[src/rtl/prqd_pkg.sv]
// ----------------------------------------------------------------------------
// Run queue dispatcher package
// Request and response types, command and status codes, default sizes.
// ----------------------------------------------------------------------------
package prqd_pkg;

    localparam int SLOT_COUNT_DEF  = 64;
    localparam int LEVEL_COUNT_DEF = 6;

    localparam logic [15:0] QUANTUM_RESET = 16'd80;

    localparam logic [1:0] CMD_ENQUEUE  = 2'd0;
    localparam logic [1:0] CMD_DISPATCH = 2'd1;
    localparam logic [1:0] CMD_TICK     = 2'd2;
    localparam logic [1:0] CMD_UNUSED   = 2'd3;

    localparam logic [2:0] STAT_ENQUEUED   = 3'd0;
    localparam logic [2:0] STAT_DISPATCHED = 3'd1;
    localparam logic [2:0] STAT_NONE_READY = 3'd2;
    localparam logic [2:0] STAT_BAD_PRIO   = 3'd3;
    localparam logic [2:0] STAT_TOO_EARLY  = 3'd4;

    typedef struct packed {
        logic [1:0]  cmd;
        logic [5:0]  slot;
        logic [2:0]  prio_level;
        logic [31:0] clock_time;
    } t_req;

    typedef struct packed {
        logic [2:0] status;
        logic [5:0] chosen_slot;
        logic       switched;
    } t_res;

endpackage

[src/rtl/prqd_ram.sv]
// ----------------------------------------------------------------------------
// Generic simple dual-port RAM
// One write port and one read port with registered read data.
// ----------------------------------------------------------------------------
module prqd_ram #(
    parameter int WIDTH = 8,
    parameter int DEPTH = 64
) (
    input  logic                     i_clk,
    input  logic                     i_we,
    input  logic [$clog2(DEPTH)-1:0] i_waddr,
    input  logic [WIDTH-1:0]         i_wdata,
    input  logic [$clog2(DEPTH)-1:0] i_raddr,
    output logic [WIDTH-1:0]         o_rdata
);

    logic [WIDTH-1:0] r_mem [DEPTH];
    logic [WIDTH-1:0] r_rdata;

    always_ff @(posedge i_clk) begin
        if (i_we) begin
            r_mem[i_waddr] <= i_wdata;
        end
        r_rdata <= r_mem[i_raddr];
    end

    assign o_rdata = r_rdata;

endmodule

[src/rtl/prqd_alu.sv]
// ----------------------------------------------------------------------------
// Shared subtract unit
// 32-bit difference with borrow and zero flags for compares and elapsed time.
// ----------------------------------------------------------------------------
module prqd_alu (
    input  logic [31:0] i_a,
    input  logic [31:0] i_b,
    output logic [31:0] o_diff,
    output logic        o_borrow,
    output logic        o_zero
);

    logic [32:0] diff_ext;

    assign diff_ext = {1'b0, i_a} - {1'b0, i_b};
    assign o_diff   = diff_ext[31:0];
    assign o_borrow = diff_ext[32];
    assign o_zero   = (diff_ext[31:0] == 32'd0);

endmodule

[src/rtl/priority_run_queue_dispatcher_top.sv]
// ----------------------------------------------------------------------------
// Strict priority run queue dispatcher
// Each request is decoded; enqueue then links and clears, dispatch selects,
// reads, updates and compares, and a tick dispatches once the elapsed time has
// reached the quantum. Bad priority, early ticks and empty dispatches end early.
// One request at a time; a held response stalls the sequencer's final step.
// Synchronous active-low reset empties all levels, marks no slot as running,
// clears the last tick time and loads the quantum; the link RAM is not cleared.
// ----------------------------------------------------------------------------
module priority_run_queue_dispatcher_top #(
    parameter int SLOT_COUNT  = prqd_pkg::SLOT_COUNT_DEF,
    parameter int LEVEL_COUNT = prqd_pkg::LEVEL_COUNT_DEF
) (
    input  logic           i_clk,
    input  logic           i_rst_n,
    input  logic           i_in_valid,
    output logic           o_in_ready,
    input  prqd_pkg::t_req i_in_req,
    output logic           o_out_valid,
    input  logic           i_out_ready,
    output prqd_pkg::t_res o_out_res,
    input  logic           i_cfg_we,
    input  logic [15:0]    i_cfg_wdata
);

    localparam int SW = $clog2(SLOT_COUNT);
    localparam int LW = $clog2(LEVEL_COUNT);
    localparam int LINK_W = SW + 1;

    localparam logic [3:0] S_IDLE      = 4'd0;
    localparam logic [3:0] S_DECODE    = 4'd1;
    localparam logic [3:0] S_ENQ_LINK  = 4'd2;
    localparam logic [3:0] S_ENQ_CLR   = 4'd3;
    localparam logic [3:0] S_TICK_CMP  = 4'd4;
    localparam logic [3:0] S_DISP_SEL  = 4'd5;
    localparam logic [3:0] S_DISP_READ = 4'd6;
    localparam logic [3:0] S_DISP_UPD  = 4'd7;
    localparam logic [3:0] S_DISP_CMP  = 4'd8;
    localparam logic [3:0] S_DONE      = 4'd9;

    logic [3:0]     r_state;
    logic [3:0]     n_state;
    prqd_pkg::t_req r_req;
    prqd_pkg::t_res r_res;
    prqd_pkg::t_res r_out;
    logic           r_out_valid;
    logic [15:0]    r_quantum;
    logic [31:0]    r_last;
    logic [31:0]    r_acc;
    logic           r_run_vld;
    logic [SW-1:0]  r_run_slot;
    logic [SW-1:0]  r_slot;
    logic [LW-1:0]  r_lvl;

    logic           r_head_vld  [LEVEL_COUNT];
    logic [SW-1:0]  r_head_slot [LEVEL_COUNT];
    logic           r_tail_vld  [LEVEL_COUNT];
    logic [SW-1:0]  r_tail_slot [LEVEL_COUNT];

    logic [31:0]    slot_wide;
    logic [31:0]    prio_wide;
    logic [31:0]    lvl_wide;
    logic [31:0]    chosen_wide;
    logic [SW-1:0]  slot_idx;
    logic [LW-1:0]  enq_lvl;
    logic           bad_req;
    logic           any_ready;
    logic [LW-1:0]  sel_lvl;
    logic           out_free;

    logic [31:0]    alu_a;
    logic [31:0]    alu_b;
    logic [31:0]    alu_diff;
    logic           alu_borrow;
    logic           alu_zero;

    logic              ram_we;
    logic [SW-1:0]     ram_waddr;
    logic [LINK_W-1:0] ram_wdata;
    logic [SW-1:0]     ram_raddr;
    logic [LINK_W-1:0] ram_rdata;

    assign slot_wide   = 32'(r_req.slot);
    assign prio_wide   = 32'(r_req.prio_level);
    assign lvl_wide    = prio_wide - 32'd1;
    assign chosen_wide = 32'(r_slot);
    assign slot_idx    = slot_wide[SW-1:0];
    assign enq_lvl     = lvl_wide[LW-1:0];
    assign bad_req     = (prio_wide == 32'd0) || (prio_wide > LEVEL_COUNT)
                         || (slot_wide >= SLOT_COUNT);
    assign out_free    = !r_out_valid || i_out_ready;

    always_comb begin
        any_ready = 1'b0;
        sel_lvl   = '0;
        for (int i = LEVEL_COUNT - 1; i >= 0; i--) begin
            if (r_head_vld[i]) begin
                any_ready = 1'b1;
                sel_lvl   = LW'(i);
            end
        end
    end

    always_comb begin
        unique case (r_state)
            S_DECODE: begin
                alu_a = r_req.clock_time;
                alu_b = r_last;
            end
            S_TICK_CMP: begin
                alu_a = r_acc;
                alu_b = 32'(r_quantum);
            end
            S_DISP_CMP: begin
                alu_a = 32'(r_run_slot);
                alu_b = 32'(r_slot);
            end
            default: begin
                alu_a = '0;
                alu_b = '0;
            end
        endcase
    end

    prqd_alu u_alu (
        .i_a      (alu_a),
        .i_b      (alu_b),
        .o_diff   (alu_diff),
        .o_borrow (alu_borrow),
        .o_zero   (alu_zero)
    );

    always_comb begin
        ram_we    = 1'b0;
        ram_waddr = slot_idx;
        ram_wdata = '0;
        unique case (r_state)
            S_ENQ_LINK: begin
                ram_we    = r_head_vld[r_lvl] && r_tail_vld[r_lvl];
                ram_waddr = r_tail_slot[r_lvl];
                ram_wdata = {1'b1, slot_idx};
            end
            S_ENQ_CLR: begin
                ram_we    = 1'b1;
                ram_waddr = slot_idx;
            end
            S_DISP_UPD: begin
                ram_we    = 1'b1;
                ram_waddr = r_slot;
            end
            default: begin
                ram_we = 1'b0;
            end
        endcase
    end

    assign ram_raddr = r_head_slot[r_lvl];

    prqd_ram #(
        .WIDTH (LINK_W),
        .DEPTH (SLOT_COUNT)
    ) u_link_ram (
        .i_clk   (i_clk),
        .i_we    (ram_we),
        .i_waddr (ram_waddr),
        .i_wdata (ram_wdata),
        .i_raddr (ram_raddr),
        .o_rdata (ram_rdata)
    );

    always_comb begin
        n_state = r_state;
        unique case (r_state)
            S_IDLE: begin
                if (i_in_valid && i_in_req.cmd != prqd_pkg::CMD_UNUSED) begin
                    n_state = S_DECODE;
                end
            end
            S_DECODE: begin
                unique case (r_req.cmd)
                    prqd_pkg::CMD_ENQUEUE:  n_state = bad_req ? S_DONE : S_ENQ_LINK;
                    prqd_pkg::CMD_DISPATCH: n_state = S_DISP_SEL;
                    default:                n_state = S_TICK_CMP;
                endcase
            end
            S_ENQ_LINK:  n_state = S_ENQ_CLR;
            S_ENQ_CLR:   n_state = S_DONE;
            S_TICK_CMP:  n_state = alu_borrow ? S_DONE : S_DISP_SEL;
            S_DISP_SEL:  n_state = any_ready ? S_DISP_READ : S_DONE;
            S_DISP_READ: n_state = S_DISP_UPD;
            S_DISP_UPD:  n_state = S_DISP_CMP;
            S_DISP_CMP:  n_state = S_DONE;
            S_DONE: begin
                if (out_free) begin
                    n_state = S_IDLE;
                end
            end
            default:     n_state = S_IDLE;
        endcase
    end

    always_ff @(posedge i_clk) begin
        if (!i_rst_n) begin
            r_state     <= S_IDLE;
            r_out_valid <= 1'b0;
            r_quantum   <= prqd_pkg::QUANTUM_RESET;
            r_last      <= '0;
            r_run_vld   <= 1'b0;
            for (int i = 0; i < LEVEL_COUNT; i++) begin
                r_head_vld[i] <= 1'b0;
                r_tail_vld[i] <= 1'b0;
            end
        end else begin
            r_state <= n_state;
            if (i_cfg_we) begin
                r_quantum <= i_cfg_wdata;
            end
            if (r_state == S_DONE && out_free) begin
                r_out_valid <= 1'b1;
            end else if (i_out_ready) begin
                r_out_valid <= 1'b0;
            end
            unique case (r_state)
                S_ENQ_LINK: begin
                    r_head_vld[r_lvl] <= 1'b1;
                    r_tail_vld[r_lvl] <= 1'b1;
                end
                S_TICK_CMP: begin
                    if (!alu_borrow) begin
                        r_last <= r_req.clock_time;
                    end
                end
                S_DISP_UPD: begin
                    r_head_vld[r_lvl] <= ram_rdata[LINK_W-1];
                    if (!ram_rdata[LINK_W-1]) begin
                        r_tail_vld[r_lvl] <= 1'b0;
                    end
                end
                S_DISP_CMP: begin
                    r_run_vld <= 1'b1;
                end
                default: begin
                    r_run_vld <= r_run_vld;
                end
            endcase
        end
    end

    always_ff @(posedge i_clk) begin
        if (r_state == S_IDLE && i_in_valid) begin
            r_req <= i_in_req;
        end
        if (r_state == S_DONE && out_free) begin
            r_out <= r_res;
        end
        unique case (r_state)
            S_DECODE: begin
                r_acc <= alu_diff;
                r_lvl <= enq_lvl;
                r_res <= '{status: prqd_pkg::STAT_BAD_PRIO, chosen_slot: '0,
                           switched: 1'b0};
            end
            S_ENQ_LINK: begin
                if (!r_head_vld[r_lvl]) begin
                    r_head_slot[r_lvl] <= slot_idx;
                end
                r_tail_slot[r_lvl] <= slot_idx;
            end
            S_ENQ_CLR: begin
                r_res <= '{status: prqd_pkg::STAT_ENQUEUED, chosen_slot: '0,
                           switched: 1'b0};
            end
            S_TICK_CMP: begin
                r_res <= '{status: prqd_pkg::STAT_TOO_EARLY, chosen_slot: '0,
                           switched: 1'b0};
            end
            S_DISP_SEL: begin
                r_lvl <= sel_lvl;
                r_res <= '{status: prqd_pkg::STAT_NONE_READY, chosen_slot: '0,
                           switched: 1'b0};
            end
            S_DISP_READ: begin
                r_slot <= r_head_slot[r_lvl];
            end
            S_DISP_UPD: begin
                r_head_slot[r_lvl] <= ram_rdata[SW-1:0];
            end
            S_DISP_CMP: begin
                r_run_slot <= r_slot;
                r_res <= '{status: prqd_pkg::STAT_DISPATCHED,
                           chosen_slot: chosen_wide[5:0],
                           switched: !r_run_vld || !alu_zero};
            end
            default: begin
                r_lvl <= r_lvl;
            end
        endcase
    end

    assign o_in_ready  = (r_state == S_IDLE);
    assign o_out_valid = r_out_valid;
    assign o_out_res   = r_out;

endmodule

[config.mk]
export PLATFORM = sky130hd
export DESIGN_NAME = priority_run_queue_dispatcher_top
export DESIGN_NICKNAME = d
export VERILOG_FILES = /design/src/rtl/prqd_pkg.sv /design/src/rtl/prqd_ram.sv /design/src/rtl/prqd_alu.sv /design/src/rtl/priority_run_queue_dispatcher_top.sv
export SDC_FILE = /design/constraint.sdc
export NUM_CORES = 1
export LEC_CHECK = 0
export BUFFER_PORTS_ARGS = -buffer_cell sky130_fd_sc_hd__buf_4
export CAP_MARGIN = 20
export CORE_UTILIZATION = 55
export CTS_BUF_LIST = sky130_fd_sc_hd__clkbuf_16
export DETAILED_ROUTE_END_ITERATION = 6
export GPL_TIMING_DRIVEN = 0
export PLACE_DENSITY = 0.72
export SYNTH_ARGS = -nofsm -noshare
export SYNTH_HDL_FRONTEND = slang
export SYNTH_HIERARCHICAL = 1
export SYNTH_SLANG_ARGS = --single-unit
[constraint.sdc]
create_clock -name i_clk -period 8.26 [get_ports i_clk]
set_input_delay 0.413 -clock i_clk [delete_from_list [all_inputs] [get_ports i_clk]]
set_output_delay 0.413 -clock i_clk [all_outputs]
set_load 0.02 [all_outputs]
### Word level (Yosys, flattened, before mapping)

Memories as Yosys holds them, arrays and structs flattened. A register that Yosys moved wholly into a read port is not among the register bits.
Cells that the tools add are included.

* register bits: 164
* latch bits: 0
* bits in writable memories: 532
* memory bits (read-only): 0
* input bits: 64
* output and inout port bits: 12
* logic and storage cells: 128
* memories: 5

Memory list
* u_link_ram.r_mem: depth 64, bits a word 7, read ports 1, clocked after Yosys merged registers in 1, write ports 1, line prqd_ram.sv:17 `logic [WIDTH-1:0] r_mem [DEPTH];`
* r_head_slot: depth 6, bits a word 6, read ports 1, clocked after Yosys merged registers in 1, write ports 1, line priority_run_queue_dispatcher_top.sv:56 `logic [SW-1:0] r_head_slot [LEVEL_COUNT];`
* r_tail_slot: depth 6, bits a word 6, read ports 1, clocked after Yosys merged registers in 1, write ports 1, line priority_run_queue_dispatcher_top.sv:58 `logic [SW-1:0] r_tail_slot [LEVEL_COUNT];`
* r_head_vld: depth 6, bits a word 1, read ports 7, clocked after Yosys merged registers in 1, write ports 6, line priority_run_queue_dispatcher_top.sv:55 `logic r_head_vld [LEVEL_COUNT];`
* r_tail_vld: depth 6, bits a word 1, read ports 1, clocked after Yosys merged registers in 1, write ports 6, line priority_run_queue_dispatcher_top.sv:57 `logic r_tail_vld [LEVEL_COUNT];`

* $add $sub $neg: 2
* multiply operators: 0
* divide/modulo/power cells: 0
* order comparisons: 2
* equality and inequality tests: 13
* shifts and indexed selects: 0
* mux-type cells: 59
* bitwise logic cells: 4
* reduce and logical (&&, ||, !) cells: 24

Operators by type and width (number)
* 32-bit case mux with 3 select lines: 2
* 32-bit zero test: 2
* 10-bit case mux with 5 select lines: 1
* 3-bit two-way mux: 12
* 4-bit case mux with 9 select lines: 1
* 32-bit by 32-bit subtractor with 33-bit output: 1
* 1-bit two-way mux: 32
* 4-bit two-way mux: 5
* 4-bit by 3-bit equality test with 1-bit output, second input constant: 4
* 6-bit case mux with 2 select lines: 1
* 4-bit by 2-bit equality test with 1-bit output, second input constant: 2
* 4-bit equality test, second input constant: 2
* 4-bit case mux with 2 select lines: 1
* 6-bit by 7-bit greater-or-equal comparator with 1-bit output, second input constant: 1
* 7-bit two-way mux: 1
* 6-bit two-way mux: 1
* 3-bit case mux with 2 select lines: 1
* 5-bit nonzero test: 1
* 4-bit by 1-bit equality test with 1-bit output, second input constant: 1
* 1-bit logical AND: 4
* 4-bit zero test: 1
* 1-bit logical OR: 4
* 2-bit inequality test, second input constant: 2
* 2-bit AND reduction: 2
* other kinds (12): 19

### Depth between registers and ports, before layout

Gate-level depths: netlist of the first run.
An unclocked memory read counts as a cell.

* word-level depth: 9
* gate-level depth with buffers: 26
* depth with buffers taken out: 23

### By module

Netlist of the first run, hierarchy kept.

By module, submodules not included
* prqd_ram: instances 1, cells an instance 827, area an instance 17635.7 um^2, sequential area each 13593.0 um^2
* priority_run_queue_dispatcher_top: instances 1, cells an instance 771, area an instance 10287.4 um^2, sequential area each 6986.7 um^2
* prqd_alu: instances 1, cells an instance 274, area an instance 1863.0 um^2, sequential area each 0.0 um^2

### Worst setup path after synthesis of the first run

No wires, ideal clock.

* path kind: register to register
* start: register r_state[3]
* end: register r_res[0] (netlist name) (data pin)
* library setup time: 0.261 ns
* arrival time: 5.147 ns
* data required time: 7.999 ns
* slack: 2.852 ns
* stages on the path, launching flop included: 22
* path buffers: 3
* clock period less this slack: 5.408 ns
* path through: dfxtp_1 -> buf_2 -> nor4b_4 -> buf_2 -> buf_2 -> nand2_1 -> nand2_1 -> inv_1 -> ha_1 -> fa_1 -> nand2b_1 -> a21o_2 -> nand2_1 -> xor2_1 -> or4b_1 -> or3_1 -> nor4_1 -> nand4b_1 -> or4_1 -> or4_1 -> nor4b_2 -> a21oi_1

* cells in the longest elaborated chain, start to end: 7
* elaborated cells between the ends (all ways): 12
* classes of those cells: add/sub: 1; eq/ne: 5; mux: 3; reduce/logical: 3

Ends and longest elaborated chain
* start: declaration: line priority_run_queue_dispatcher_top.sv:41 `logic [3:0] r_state;`
* start signal: assignment: line priority_run_queue_dispatcher_top.sv:214 `r_state <= n_state;`
* 4-bit equality test (tied with other cells): line priority_run_queue_dispatcher_top.sv:105 `unique case (r_state)`
* 32-bit case mux with 3 select lines (*): line priority_run_queue_dispatcher_top.sv:105
* via alu_a[0]: line priority_run_queue_dispatcher_top.sv:71 `logic [31:0] alu_a;`
* 32-bit by 32-bit subtractor with 33-bit output (*): line prqd_alu.sv:15 `assign diff_ext = {1'b0, i_a} - {1'b0, i_b};`
* via alu_diff[6]: line priority_run_queue_dispatcher_top.sv:73 `logic [31:0] alu_diff;`
* 32-bit zero test (*): line prqd_alu.sv:18 `assign o_zero = (diff_ext[31:0] == 32'd0);`
* via alu_zero: line priority_run_queue_dispatcher_top.sv:75 `logic alu_zero;`
* 1-bit zero test (*): line priority_run_queue_dispatcher_top.sv:292 `switched: !r_run_vld || !alu_zero};`
* 1-bit logical OR (*): line priority_run_queue_dispatcher_top.sv:292
* 10-bit case mux with 5 select lines (*): line priority_run_queue_dispatcher_top.sv:256 `unique case (r_state)`
* end signal: assignment: line priority_run_queue_dispatcher_top.sv:260 `r_res <= '{status: prqd_pkg::STAT_BAD_PRIO, chosen_slot: '0,`
* end signal: assignment: line priority_run_queue_dispatcher_top.sv:270 `r_res <= '{status: prqd_pkg::STAT_ENQUEUED, chosen_slot: '0,`
* end signal: assignment: line priority_run_queue_dispatcher_top.sv:290 `r_res <= '{status: prqd_pkg::STAT_DISPATCHED,`
* end: declaration: line priority_run_queue_dispatcher_top.sv:44 `prqd_pkg::t_res r_res;`

The timed path passes the listed nets; every way through them passes the cells marked *.
A chain may end at the register's enable or synchronous reset.

### Worst setup path after layout of the first run

Same ends and word-level chain as after synthesis.

==> key figures, run 1 <==
Final layout
  • Filler cells: 3731
  • Final net count: 2174
  • Commonest non-fill, non-tap cell in the layout: edfxtp_1
  • # diodes: 0
  • Area Overhead vs Synth: 14.4%
  • Layout cell share with drive strength beyond 1: 19.5%
  • Leading cell types in the layout, fill and taps excluded: edfxtp_1 (636), nor2_1 (137), nand2_1 (136)

STA
  • Final hold vios: 0
  • Relative slew slack: 26.9%
  • Clk_skew: 25.7 ps
  • Worst-Margin Slew: 1100 ps
  • Fmax: 0.148 GHz
  • Slew Limit Fails: 0
  • RSZ-0062 raised after global routing: no
  • Final Cycle Share: 82.0%
  • Setup tns final: 0 ps
  • Min Tclk post-route: 6770 ps
  • Setup violation total in the final timing report: 0

Clocking
  • Post-CTS Setup Repair Bufs: 0
  • H-tree depth: 3
  • Worst-path clk slew: 60 ps
  • Clk sink count: 710
  • Post-CTS sizing: 0
  • Hold_buf cts: 43
  • CTS max path bufs: 3
  • Skew-Pair Late Insertion Delay: 620 ps
  • CTS tree: done
  • TritonCTS Buffers: 73
  • CTS root buf: clkbuf_16

Setup path
  • Critical-path cell list: buf_2 -> nor4b_4 -> buf_2 -> buf_2 -> nand2_1 -> nand2_1 -> inv_1 -> ha_1 -> fa_1 -> nand2b_1 -> a21o_2 -> nand2_1 -> xor2_1 -> or4b_1 -> or3_1 -> nor4_1 -> nand4b_1 -> or4_1 -> or4_1 -> nor4b_2 -> a21oi_1
  • Crit-path max FO: 41
  • Crit path buf inv count: 4
  • Top delay family on crit path: simple AND/OR/NAND/NOR gates
  • Worst EP arrival: 7110 ps
  • Reg2reg start: r_state[3]
  • R2r setup slk: 1490 ps
  • Critical path launch point type: flip-flop
  • Largest stage delay, worst path: 780 ps
  • Worst R2R Path Depth: 21
  • Critical path's slowest cell: buf_2
  • Critical Path RT: 8600 ps
  • Setup CP Type: flip-flop to flip-flop
  • Worst r2r dst: r_res[0]
  • Critical path endpoint category: flip-flop

Min path
  • Hold_sp: i_cfg_wdata[6]
  • HP Class: input pin to flip-flop
  • Hold Crit Endpoint: r_quantum[6]
  • Hold Path Depth: 3

Flow run
  • Max-cap viol count: 0

Routing
  • Antenna-violating nets left: 0
  • Wirelength per Cell: 25.4 µm
  • Drt pass-1 iters: 6
  • Final WL: 71600 µm
  • Via Count: 17600
  • Residual DRC: 0
  • Avg Vias per Cell: 6.23
  • Iter 0 DRT Violations: 1779

Floorplan
  • IO Pins: 76
  • Die Ht: 235 µm
  • Core region area: 0.0531 mm²
  • Chip width: 235 µm
  • Core Rows: 84
  • Die Footprint: 0.0551 mm²
  • Initial Utilization: 56.1%

GRT
  • Vias in the first global route: 17500
  • GRT Resource Usage Total: 26.2%
  • Grt ovf: 0
  • First-pass GRT wire length: 107000 µm
  • Initial antenna violation count: 0
  • Largest net degree at the start of global routing: 74

Power
  • Power per cell area: 401 mW/mm²
  • Int Power: 8.62 mW
  • Tot Pwr: 13.7 mW
  • Sw Share: 36.9%
  • VDD IR max: 0.242 mV
  • Static Leak: 12.3 nW
  • Sw Pwr: 5.05 mW
  • Comb power frac: 42.6%
  • Clock power frac: 23.0%
  • Seq pwr share: 34.3%

Yosys
  • Simple-gate share of the synthesized area: 7.27%
  • Largest family of logic cells by synthesized area: multiplexers
  • XOR/XNOR Fraction of Synth Area: 0.823%
  • Synthesized-area fraction occupied by adder cells: 1.54%
  • Yosys cell types: 86
  • Asr flop ratio synth: 0%
  • EDFF count, synth: 636
  • Sequential share of the synthesized area: 69.1%
  • Syn avg cell area: 15.9 µm²
  • Post-synthesis mux area share: 11.4%
  • Ys flop type: edfxtp_1
  • Syn Std Cell Area: 0.0298 mm²
  • Number of synthesized register bits: 710
  • Mapped Cells: 1872
  • Yosys warns: 6
  • Compound-cell area share of the yosys netlist: 7.38%
  • Mapped Nets: 1972

Placed design
  • HPWL Detailed: 47800 µm
  • Port buffer count: 74
  • Gpl congestion: 1.02

Run status
  • Outcome: complete, no violations
[layer usage]
layer / global-route usage, % / share of wire, % / vias up
met5: 0 / 0 / -
met4: 8.77 / 3.1 / 0
met3: 5.60 / 9.0 / 178
met2: 41.8 / 47 / 915
met1: 36.2 / 40 / 8774
li1: - / - / 7698
[how the worst max path moves through the flow]
| stage | startpoint | to | slack, ps | depth (start not counted) |
|---|---|---|---|---|
| after floorplan | r_state[3] | r_res[0] | 2850 | 21 |
| after global placement | r_state[3] | r_res[0] | 1540 | 21 |
| after detailed placement | r_state[3] | r_res[0] | 1430 | 21 |
| after CTS | r_state[3] | r_res[0] | 1410 | 21 |
| after global routing | r_state[3] | r_res[0] | 1150 | 21 |
| final | r_state[3] | r_res[0] | 1490 | 21 |
[flip-flops by register name, indices dropped and copies added, names as in the netlist, 10 cells and up, named ones only]
name and cells:
r_tail_slot 36, r_head_slot 36, o_out_res 10, u_link_ram/r_mem 448
r_quantum 16, r_res 10, r_req 34, r_last 32
r_acc 32
[Yosys cell counts, types with 5 or more instances]
library cell,count,area [µm²]
nand3_1,17,85.1
ha_1,35,438
buf_6,8,90.1
edfxtp_1,636,19100
dfxtp_1,74,1480
o21ai_1,15,75.1
o22ai_1,13,81.3
xnor2_1,20,175
clkbuf_1,44,165
buf_2,34,170
a22o_1,39,342
mux2i_1,52,521
a31oi_1,5,31.3
or3_1,7,43.8
a21o_1,16,120
nor4_1,5,31.3
xor2_1,8,70.1
a21oi_1,88,440
o31ai_1,10,75.1
and2_1,37,231
nor2_1,137,514
a22oi_2,6,75.1
a221oi_1,7,61.3
nand3b_1,10,75.1
nor3_1,14,70.1
nor2b_1,17,106
nand4_1,6,37.5
a22oi_1,15,113
a21oi_2,8,70.1
o21a_1,11,82.6
a211oi_1,5,37.5
nand2b_1,17,106
inv_1,56,210
mux4_2,125,2820
o21ai_0,31,155
buf_4,11,82.6
o221ai_1,9,78.8
nand2_1,136,510
[area by class of cell]
type	count	area (µm²)	area share, %
clock buffers	75	1880	5.51
well taps	688	861	2.53
plain buffers	102	539	1.58
multi-input cells	1002	8460	24.8
repair buffers	127	1140	3.35
flip-flops and latches	710	20600	60.4
inverters	58	219	0.643
clock inverters	57	402	1.18
[power by group through the flow]
stage | clock network (mW) | registers, mW | logic (mW)
3_3_place_gp | 0 | 4.76 | 5.57
3_5_place_dp | 0 | 4.76 | 5.68
5_1_grt | 3.33 | 4.72 | 6.20
2_1_floorplan | 0 | 4.69 | 4.07
4_1_cts | 3.19 | 4.69 | 5.73
6_report | 3.15 | 4.69 | 5.82
[per-stage QoR]
| step | hold slack, ps | cell area (µm²) | cells | setup WS, ps | util [%] |
|---|---|---|---|---|---|
| 2_1_floorplan | 400 | 29800 | 1872 | 2850 | - |
| 3_3_place_gp | 404 | 31200 | 2634 | 1540 | 58.8 |
| 3_5_place_dp | 405 | 31400 | 2641 | 1430 | 59.1 |
| 4_1_cts | 16.2 | 34100 | 2816 | 1410 | 64.2 |
| 5_1_grt | 34.3 | 34100 | 2819 | 1150 | 64.2 |
| 6_report | 41.4 | 34100 | 2819 | 1490 | 64.2 |
[logic make-up after synthesis]
logic type                 after synthesis
DFF                                    710
and+or+nand+nor                        441
AOI/OAI and AO/OA                      316
muxes                                  181
buffers and inverters                  160
adders and majority gates               36
xor gates and xnor gates                28
[worst reg2reg max path: cells and delay by family, from the launching register on]
family / cells / cell delay [ps]
buffers and inverters: 4 / 1340
xor gates and xnor gates: 1 / 90
DFF: 1 / 370
and+or+nand+nor: 12 / 3730
AOI/OAI and AO/OA: 2 / 360
adders and majority gates: 2 / 630
(Power assumes the default switching activity.)
==> run 2: changes to the inputs <==
--- a/config.mk
+++ b/config.mk
@@ -5,13 +5,14 @@
 export SDC_FILE = /design/constraint.sdc
 export NUM_CORES = 1
 export LEC_CHECK = 0
+export ABC_AREA = 1
 export BUFFER_PORTS_ARGS = -buffer_cell sky130_fd_sc_hd__buf_4
 export CAP_MARGIN = 20
 export CORE_UTILIZATION = 55
 export CTS_BUF_LIST = sky130_fd_sc_hd__clkbuf_16
 export DETAILED_ROUTE_END_ITERATION = 6
 export GPL_TIMING_DRIVEN = 0
-export PLACE_DENSITY = 0.72
+export PLACE_DENSITY = 0.71
 export SYNTH_ARGS = -nofsm -noshare
 export SYNTH_HDL_FRONTEND = slang
 export SYNTH_HIERARCHICAL = 1
==> constraint.sdc (replaced) <==
create_clock -name i_clk -period 6.3 [get_ports i_clk]
set_input_delay 0.315 -clock i_clk [delete_from_list [all_inputs] [get_ports i_clk]]
set_output_delay 0.315 -clock i_clk [all_outputs]
set_load 0.02 [all_outputs]
==> run 2 against run 1 <==
Effect of this change:
- cell count is 50% higher
- worst setup slack worse by 160 ps
- first-iteration DRC count is 47% higher
- die area is 6.4% higher
- sequential cell count stayed put
- global-route usage is 4.3 points higher
- worst hold slack better by 4.1 ps
- final area is 7.6% higher
- synthesized cell count is 70% higher
- via count is 38% higher
- sequential share of layout area is 4.3 points lower
- highest routed layer unchanged
==> key figures, run 2 <==
Run status
  • Outcome: complete, no violations (unchanged)

STA
  • Slew Limit Fails: 0 (unchanged)
  • Final hold vios: 0 (unchanged)
  • Clk_skew: 22.2 ps (was 25.7 ps)
  • Relative slew slack: 33.6% (was 26.9%)
  • Final Cycle Share: 78.9% (was 82.0%)
  • Setup violation total in the final timing report: 0 (unchanged)
  • Min Tclk post-route: 4970 ps (was 6770 ps)
  • Fmax: 0.201 GHz (was 0.148 GHz)
  • RSZ-0062 raised after global routing: no (unchanged)
  • Worst-Margin Slew: 996 ps (was 1100 ps)

Yosys
  • Syn avg cell area: 9.96 µm² (was 15.9 µm²)
  • Most instantiated cells after synthesis: nand2_1 (980), edfxtp_1 (636), nand3_1 (466) (was edfxtp_1 (636), nor2_1 (137), nand2_1 (136))
  • Yosys cell types: 44 (was 86)
  • Synthesized-area fraction occupied by adder cells: 1.44% (was 1.54%)
  • Compound-cell area share of the yosys netlist: 4.32% (was 7.38%)
  • Post-synth top area share: 60.2% (was 64.1%)
  • Asr flop ratio synth: 0% (unchanged)
  • Top-count cell post-synth: nand2_1 (was edfxtp_1)
  • Post-synthesis mux area share: 0% (was 11.4%)
  • EDFF count, synth: 636 (unchanged)
  • Top post-synthesis cells by area: edfxtp_1 (60%), nand2_1 (12%), nand3_1 (7.4%), dfxtp_1 (4.7%), inv_1 (3.1%) (was edfxtp_1 (64%), mux4_2 (9.5%), dfxtp_1 (5.0%), mux2i_1 (1.7%), nor2_1 (1.7%))
  • Mapped Nets: 3283 (was 1972)
  • Syn Std Cell Area: 0.0317 mm² (was 0.0298 mm²)
  • Sequential share of the synthesized area: 64.9% (was 69.1%)
  • Post-synthesis cell type with the largest combined area: edfxtp_1 (unchanged)
  • Ys flop type: edfxtp_1 (unchanged)
  • XOR/XNOR Fraction of Synth Area: 0.166% (was 0.823%)
  • Simple-gate share of the synthesized area: 23.6% (was 7.27%)
  • Mapped Cells: 3183 (was 1872)
  • Largest family of logic cells by synthesized area: simple AND/OR/NAND/NOR gates (was multiplexers)
  • Number of synthesized register bits: 710 (unchanged)
  • Yosys warns: 6 (unchanged)

GRT
  • GRT Resource Usage Total: 30.5% (was 26.2%)
  • Initial antenna violation count: 0 (unchanged)
  • Grt ovf: 0 (unchanged)
  • M3 GR Usage: 5.06% (was 5.60%)
  • M2 GR Usage: 49.8% (was 41.8%)
  • Top Usage Layer GRT: met2 (unchanged)
  • First-pass GRT wire length: 135000 µm (was 107000 µm)
  • Met1 usage: 41.3% (was 36.2%)
  • Largest net degree at the start of global routing: 53 (was 74)
  • Vias in the first global route: 23300 (was 17500)

Setup path
  • Crit-path max FO: 41 (unchanged)
  • Critical path endpoint category: flip-flop (unchanged)
  • Critical path's slowest cell: buf_2 (unchanged)
  • Reg2reg start: r_state[3] (unchanged)
  • Critical Path RT: 6660 ps (was 8600 ps)
  • Worst EP arrival: 5330 ps (was 7110 ps)
  • Critical path launch point type: flip-flop (unchanged)
  • Largest stage delay, worst path: 890 ps (was 780 ps)
  • Setup CP Type: flip-flop to flip-flop (unchanged)
  • R2r setup slk: 1330 ps (was 1490 ps)
  • Critical-path cell list: inv_2 -> nand2_1 -> nor2_2 -> buf_2 -> nand2_1 -> nand3_1 -> inv_1 -> ha_1 -> fa_1 -> inv_1 -> nand3_1 -> nand2_1 -> nand3_1 -> nand3_2 -> nand2_1 -> nand3_1 -> nand2_1 -> nor2_1 -> nand2_1 -> nor2_1 -> nand2_1 -> nor2_1 -> a21oi_1 (was buf_2 -> nor4b_4 -> buf_2 -> buf_2 -> nand2_1 -> nand2_1 -> inv_1 -> ha_1 -> fa_1 -> nand2b_1 -> a21o_2 -> nand2_1 -> xor2_1 -> or4b_1 -> or3_1 -> nor4_1 -> nand4b_1 -> or4_1 -> or4_1 -> nor4b_2 -> a21oi_1)
  • Crit path from: r_state[3] (unchanged)
  • Most used cell, CP: nand2_1

Clocking
  • CTS max path bufs: 3 (unchanged)
  • TritonCTS Buffers: 75 (was 73)
  • Post-CTS sizing: 0 (unchanged)
  • Worst-path clk slew: 60 ps (about the same)
  • CTS root buf: clkbuf_16 (unchanged)
  • H-tree depth: 3 (unchanged)
  • Clk sink count: 710 (unchanged)
  • Skew-Pair Late Insertion Delay: 630 ps (was 620 ps)
  • CTS tree: done (unchanged)

Final layout
  • Final core utilization: 64.6% (was 64.2%)
  • # diodes: 0 (unchanged)
  • Area Overhead vs Synth: 15.6% (was 14.4%)
  • Leading cell types in the layout, fill and taps excluded: nand2_1 (980), edfxtp_1 (636), nand3_1 (466) (was edfxtp_1 (636), nor2_1 (137), nand2_1 (136))
  • Max reg flops: 448 (unchanged)
  • Largest regs: u_link_ram/r_mem: 448 flops, r_head_slot: 36 flops, r_tail_slot: 36 flops (unchanged)
  • Layout cell share with drive strength beyond 1: 9.79% (was 19.5%)
  • Reg with most FFs: u_link_ram/r_mem (unchanged)
  • Filler cells: 4438 (was 3731)
  • Commonest non-fill, non-tap cell in the layout: nand2_1 (was edfxtp_1)
  • Final net count: 3519 (was 2174)

Routing
  • Wirelength per Cell: 21.3 µm (was 25.4 µm)
  • Avg Vias per Cell: 5.73 (was 6.23)
  • Antenna-violating nets left: 0 (unchanged)
  • Drt pass-1 iters: 7 (was 6)
  • Iter 0 DRT Violations: 2617 (was 1779)
  • Residual DRC: 0 (unchanged)
  • Via Count: 24200 (was 17600)
  • Final WL: 90100 µm (was 71600 µm)

Flow run
  • Max-cap viol count: 0 (unchanged)

Placed design
  • Port buffer count: 74 (unchanged)
  • Gpl congestion: 1.02 (about the same)
  • HPWL Detailed: 62800 µm (was 47800 µm)

Floorplan
  • Core Rows: 87 (was 84)
  • Core region area: 0.0567 mm² (was 0.0531 mm²)
  • Die Footprint: 0.0586 mm² (was 0.0551 mm²)
  • Initial Utilization: 55.9% (was 56.1%)
  • Chip width: 242 µm (was 235 µm)
  • Die Ht: 242 µm (was 235 µm)
  • IO Pins: 76 (unchanged)

Min path
  • Hold_sp: i_cfg_we (was i_cfg_wdata[6])
  • HP Class: input pin to flip-flop (unchanged)
[run 2: final timing paths]
check | depth (start not counted) | end
setup / recovery | 23 | r_res[0]
setup reg to reg | 23 | r_res[0]
hold reg to reg | 0 | o_out_res[6]
hold / removal | 3 | r_quantum[1]
[run 2: repair_timing]
item	4_1_cts	5_1_grt
hold buffers	65	0
endpoints found under the hold margin	60	0
setup buffers	0	0
setup endpoints to repair	0	0
[run 2: metrics by stage]
step	instance area, µm²	instances	TNS (ps)	setup WS (ps)	hold slack [ps]
floorplan	31700	3183	0	2820	400
global placement	33200	4013	-506	-72.6	406
detailed placement	33500	4031	0	1400	407
CTS	36600	4228	0	1380	1.72
global route	36700	4230	0	1030	95.1
finish	36700	4230	0	1330	45.5
[run 2: cell type report]
cell class	count	area (µm²)	area share, %
Timing Repair Buffer	159	1440	3.94
Multi-Input combinational cell	2052	9430	25.7
Clock inverter	56	578	1.58
Inverter	275	1040	2.83
Tap cell	756	946	2.58
Sequential cell	710	20600	56.1
Buffer	146	743	2.03
Clock buffer	76	1900	5.19
[run 2: logic make-up (layout without fill, tap and decap cells)]
family                     Yosys count  in the layout
and+or+nand+nor                   1773           1773
adders and majority gates           36             36
AOI/OAI and AO/OA                  237            237
DFF                                710            710
xor gates and xnor gates             6              6
buffers and inverters              421            712
[run 2: worst max-delay path: cells and delay by family, from the launching register on]
kind | cells | cell delay (ps)
buffers and inverters | 4 | 1220
adder cells (fa/ha/maj) | 2 | 630
flip-flops | 1 | 410
AND/OR/NAND/NOR | 16 | 2340
AO/OA/AOI/OAI | 1 | 110
[run 2: per-layer routing]
layer,vias up,wire length (µm)
li1,11200,-
met1,11500,36400
met2,1261,42100
met3,237,8140
met4,0,3430
met5,-,0
Power of run 2 is left out: the tool's default activity adds up to more than one toggle a clock period on the data nets, which glitch-free logic cannot reach.
